### src/hw/rtl/sosf_pkg.sv
// Shared types, constants and arithmetic helpers for the state-space filter.
`timescale 1ns / 1ps

package sosf_pkg;

	// Field widths of the samples, states and coefficients.
	localparam int VAL_W   = 32;
	localparam int STEP_W  = 31;
	localparam int COEF_W  = 32;
	localparam int FRAC_SH = 24;
	localparam int PROD_W  = VAL_W + COEF_W;
	localparam int MULQ_W  = PROD_W - FRAC_SH;
	localparam int SUM_W   = MULQ_W + 2;

	// Configuration port geometry.
	localparam int ADDR_W  = 4;
	localparam int DATA_W  = 32;

	// Register indexes, taken from paddr[3:2].
	localparam logic [1:0] REG_STEP_SIZE     = 2'd0;
	localparam logic [1:0] REG_POSITION_COEF = 2'd1;
	localparam logic [1:0] REG_RATE_COEF     = 2'd2;

	// Register reset values.
	localparam logic [STEP_W-1:0]        STEP_RESET      = 31'd1678;
	localparam logic signed [COEF_W-1:0] POS_COEF_RESET  = -32'sd75949282;
	localparam logic signed [COEF_W-1:0] RATE_COEF_RESET = -32'sd107089;

	// Rounding bias applied before the fixed-point shift.
	localparam logic signed [PROD_W-1:0] ROUND_BIAS = 64'sd8388608;

	// Saturation limits of a state value.
	localparam logic signed [VAL_W-1:0] VAL_MAX = 32'sh7FFF_FFFF;
	localparam logic signed [VAL_W-1:0] VAL_MIN = 32'sh8000_0000;

	// Coefficient set held by the register block.
	typedef struct packed {
		logic [STEP_W-1:0]        step_size;
		logic signed [COEF_W-1:0] position_coef;
		logic signed [COEF_W-1:0] rate_coef;
	} cfg_t;

	// A clipped value together with its overflow flag.
	typedef struct packed {
		logic                    flag;
		logic signed [VAL_W-1:0] value;
	} clip_t;

	// Q16.16 times Q8.24, rounded half up back to Q16.16.
	function automatic logic signed [MULQ_W-1:0] mul_q(
		input logic signed [VAL_W-1:0]  val,
		input logic signed [COEF_W-1:0] coef
	);
		logic signed [PROD_W-1:0] prod;
		prod = PROD_W'(val) * PROD_W'(coef);
		prod = prod + ROUND_BIAS;
		return prod[PROD_W-1:FRAC_SH];
	endfunction

	// Clip a wide sum to the signed state range and flag any overflow.
	function automatic clip_t clip_sum(input logic signed [SUM_W-1:0] x);
		clip_t res;
		logic  in_range;
		in_range = (x[SUM_W-1:VAL_W-1] == '0) || (x[SUM_W-1:VAL_W-1] == '1);
		res.flag = !in_range;
		if (in_range) begin
			res.value = x[VAL_W-1:0];
		end else if (x[SUM_W-1]) begin
			res.value = VAL_MIN;
		end else begin
			res.value = VAL_MAX;
		end
		return res;
	endfunction

endpackage

### src/hw/rtl/sosf_regs.sv
// Configuration register block with its APB-style access port.
`timescale 1ns / 1ps

module sosf_regs (
	input  logic                        clk,
	input  logic                        arst_n,
	input  logic                        psel,
	input  logic                        penable,
	input  logic                        pwrite,
	input  logic [sosf_pkg::ADDR_W-1:0] paddr,
	input  logic [sosf_pkg::DATA_W-1:0] pwdata,
	output logic [sosf_pkg::DATA_W-1:0] prdata,
	output logic                        pready,
	output sosf_pkg::cfg_t              cfg
);
	import sosf_pkg::*;

	logic       wr_en;
	logic [1:0] reg_idx;
	cfg_t       cfg_q;

	// The port never inserts wait states.
	assign pready  = 1'b1;
	assign wr_en   = psel && penable && pwrite;
	assign reg_idx = paddr[ADDR_W-1:2];
	assign cfg     = cfg_q;

	// Register writes; unknown indexes are ignored.
	always_ff @(posedge clk or negedge arst_n) begin
		if (!arst_n) begin
			cfg_q.step_size     <= STEP_RESET;
			cfg_q.position_coef <= POS_COEF_RESET;
			cfg_q.rate_coef     <= RATE_COEF_RESET;
		end else if (wr_en) begin
			unique case (reg_idx)
				REG_STEP_SIZE:     cfg_q.step_size     <= pwdata[STEP_W-1:0];
				REG_POSITION_COEF: cfg_q.position_coef <= pwdata;
				REG_RATE_COEF:     cfg_q.rate_coef     <= pwdata;
				default: ;
			endcase
		end
	end

	// Read-back multiplexer.
	always_comb begin
		unique case (reg_idx)
			REG_STEP_SIZE:     prdata = {1'b0, cfg_q.step_size};
			REG_POSITION_COEF: prdata = cfg_q.position_coef;
			REG_RATE_COEF:     prdata = cfg_q.rate_coef;
			default:           prdata = '0;
		endcase
	end

endmodule

### config.mk
export PLATFORM = sky130hd
export DESIGN_NAME = sosf_regs
export DESIGN_NICKNAME = d
export VERILOG_FILES = /design/src/hw/rtl/sosf_pkg.sv /design/src/hw/rtl/sosf_regs.sv
export SDC_FILE = /design/constraint.sdc
export NUM_CORES = 1
export LEC_CHECK = 0
export ABC_AREA = 1
export ABC_CLOCK_PERIOD_IN_PS = 900
export CORE_MARGIN = 2
export CORE_UTILIZATION = 55
export CTS_BUF_LIST = sky130_fd_sc_hd__clkbuf_2
export DETAILED_ROUTE_END_ITERATION = 8
export DONT_BUFFER_PORTS = 1
export PLACE_DENSITY_LB_ADDON = 0.12
export RECOVER_POWER = 25
export SKIP_CTS_REPAIR_TIMING = 1
export SYNTH_ARGS = -nofsm -noshare
export SYNTH_HDL_FRONTEND = slang
export SYNTH_SLANG_ARGS = --single-unit
export TNS_END_PERCENT = 30
### constraint.sdc
create_clock -name clk -period 0.9 [get_ports clk]
set_clock_uncertainty 0.1 [all_clocks]
set_input_delay 0.09 -clock clk [delete_from_list [all_inputs] [get_ports clk]]
set_output_delay 0.09 -clock clk [all_outputs]
set_load 0.01 [all_outputs]
Word level (Yosys, flattened, before mapping). Index checks and enable logic that the tools add are counted.

Bits in registers: 95. Output and inout bits: 128. Word-level logic and storage cells: 12.

Equality and inequality tests: 2. Muxes and demuxes: 1. Reductions and logical operators: 6.

Operators by type and width (count): 32-bit case mux with 3 select lines (1); 2-bit AND reduction (3); 2-bit by 1-bit equality test with 1-bit output (second input constant) (1); 2-bit equality test (second input constant) (1); 1-bit logical AND (2); 2-bit logical NOT (1).

Depth between registers and ports, before layout.
Depth in word-level cells: 3. Mapped depth: 7. Gate-level depth less buffers: 6.

Least setup slack after synthesis. No wires, ideal clock.

Kind: flip-flop to output port. Start point: register cfg_q (netlist bit cfg[74]). End point: output port prdata[10] (netlist name). Arrival time: 0.725 ns. Data required time: 0.710 ns. Setup slack: -0.015 ns. Cell stages (with the launch flop): 3. Buffers on the path: 0. Cells stage by stage: dfstp_2 -> nand2_1 -> nand3_1.

Word-level cells in the longest chain between the ends: 1.

RTL lines: from (decl) (RTL line sosf_regs.sv:20) `cfg_t cfg_q;`; 32-bit case mux with 3 select lines (RTL line sosf_regs.sv:46) `unique case (reg_idx)`; to (decl) (RTL line sosf_regs.sv:12) `output logic [sosf_pkg::DATA_W-1:0] prdata,`.

No other way between the ends.

Worst setup path in the final report.
Start point: register cfg_q (netlist bit cfg[43]). End point: output port prdata[11] (netlist name).

The elaborated chain is that of the path after synthesis.

==> out/summary.txt <==
synth warn: 0
Layout Cells excl Fill: 783
vias per cell: 5.295
DRT Pass-1 Iters: 6
post-layout instance area: 6180 sq um
io pins: 169
Core Area: 7727 sq um
sequential element share of the synthesized area: 55.63%
Post-synth EDFFs: 0
Num CTS Buffers: 9
Chip Width: 93.35 um
Crit Path Category: reg -> out
placer congestion estimate: 0.7885
largest net degree at the start of global routing: 96
Worst-Skew Late Latency: 500 ps
combinational share of power: 29.0%
Post-DP HPWL: 7.935 mm
commonest cells in the netlist: nand2_1, dfstp_2, dfrtp_1, nand3_1, buf_6
Mapped Cells: 554
Reg clk slew, reported paths: 260 ps
area of the mapped netlist: 4390 sq um
first-pass GRT wire length: 18.75 mm
Worst Hold Class: in -> async
ANT cells: 0
Sink Count: 95
Switching Share: 32.16%
CP Max Fanout: 3
Initial Util: 56.82%
pre-CTS setup slack: -84.86 ps
max reg flops: 95
port buffer count: 0
type of origin of the critical path: flop
Max-cap violations: 0
clock network fraction of design power: 20.1%
Fin Hold WS: -891.5 ps
Root Driver: clkbuf_2
final setup fails: 128
GRT Total Usage: 27.86%
final worst slack: -597.3 ps
H-tree lvl count: 3
pwr dens: 2065 nW/um^2
final cycle utilization of the critical path: 166.4%
RSZ-0062 raised after global routing: true
Pleak: 3.291 nW
clk buf depth: 2
residual DRC count: 0
Die Footprint: 8713 sq um
Layout Nets: 717
1st-iter DRT viols: 238
vias in the first global route: 3,726
height of the die: 93.35 um
placed insts: 733
most common cell in the synthesized netlist: nand2_1
Primary FF master, synth: dfstp_2
grt total ovfl: 0
post-synthesis area per instance: 7.925 sq um
fin crit period: 1497 ps
CTS tree: done
post-placement cell area: 5269 sq um
Sum Neg Setup Slack: -61,500 ps
failing checks: negative hold slack, negative setup slack
Max Slew Vio Count: 0
Synth async-reset ratio: 100.0%
IR drop worst, VDD: 0.001173 V
arrival time at the worst endpoint: 1310 ps
Final ANT Viol Nets: 0
status: finished, violations left
Filler Cells Inserted: 488
initial antenna violation count: 0
Worst EP required: 710 ps
WL per Instance: 16.76 um
crit path capture type: output port
P&R area growth vs syn: 40.75%
row count: 32
largest cells by area after synthesis: nand2_1, dfstp_2, dfrtp_1
Seq cells post-synth: 95
Psw: 0.004105 W
Seq pwr share: 50.9%
leading area contributor after synthesis: nand2_1
vias: 4,146
Max Fclk: 0.6679 GHz
Yosys top cell area share: 32.74%
syn nets: 595
Yosys cell types: 15
share of post-route cells with drive strength above 1: 37.30%
final wirelength: 13.13 mm
Hold Vio Cnt, Final: 190
P_int: 0.008659 W
## cells in the final DEF, fill, tap and decap left out, drive strengths merged
master       instances
nand2              388
buf                106
dfstp               52
dfrtp               43
dlygate4sd3         33
nand3               32
clkbuf              11
inv                  5
nor2                 5
bufinv               3
clkinv               2
conb                 1
## cells by family (layout without fill, tap and decap cells)
group / after synthesis / after routing / share of synthesized area, %
other: 1 / 1 / 0.08541
AND/OR/NAND/NOR: 425 / 425 / 38.62
flip-flops: 95 / 95 / 55.63
buffers and inverters: 33 / 160 / 5.671
## worst max-delay path: stages (launching register included)
cell	delay, ps
dfstp_2	610
nand2_1	70
nand3_2	100
## power by group through the flow
stage	sequential (W)	clock (W)	combinational (W)
global placement	0.00632	0	0.00301
global route	0.00659	0.00277	0.00403
detailed placement	0.00636	0	0.00310
CTS	0.00630	0.00262	0.00310
floorplan	0.00661	0	0.00119
finish	0.00650	0.00257	0.00370
## path summary, 6_finish.rpt
| kind | slack (ps) | cells after the start | startpoint | to |
|---|---|---|---|---|
| worst max-delay path | -600 | 2 | cfg[43]$_DFFE_PN1P_ | prdata[11] |
| worst min-delay path | -890 | 0 | arst_n | cfg[46]$_DFFE_PN0P_ |
| worst max register to register | -40 | 3 | cfg[48]$_DFFE_PN1P_ | cfg[48]$_DFFE_PN1P_ |
| worst min register to register | 390 | 2 | cfg[30]$_DFFE_PN1P_ | cfg[30]$_DFFE_PN1P_ |
| max in group asynchronous | 1310 | 0 | arst_n | cfg[0]$_DFFE_PN1P_ |
| min in group clk | -190 | 5 | paddr[3] | cfg[11]$_DFFE_PN1P_ |
## metal layers
| layer | routed length [um] | up-vias | track usage [%] | part of all wire [%] |
|---|---|---|---|---|
| li1 | - | 1928 | - | - |
| met1 | 5244 | 2024 | 35.49 | 40 |
| met2 | 6751 | 178 | 46.94 | 51 |
| met3 | 972 | 16 | 6.124 | 7.4 |
| met4 | 157 | 0 | 9.926 | 1.2 |
| met5 | 0 | - | 0 | 0 |
## area by class of cell
| cell class | count | area, sq um | area share (%) |
|---|---|---|---|
| clock inverter | 5 | 98.84 | 1.600 |
| inverter | 5 | 18.77 | 0.3037 |
| tap | 102 | 127.6 | 2.065 |
| sequential | 95 | 2444 | 39.54 |
| multi-input combinational | 426 | 1944 | 31.46 |
| clock buffer | 11 | 55.05 | 0.8909 |
| timing repair buffer | 139 | 1491 | 24.13 |
## per-stage QoR
step                      power (W)  utilization [%]  hold slack [ps]
after floorplan            0.007803                -           -305.6
after global placement     0.009330            68.18           -303.3
after detailed placement   0.009460            68.18           -303.2
after CTS                   0.01202            70.17           -941.4
after global routing        0.01339            79.97           -965.6
final                       0.01276            79.97           -891.5
(Power assumes the default switching activity.)
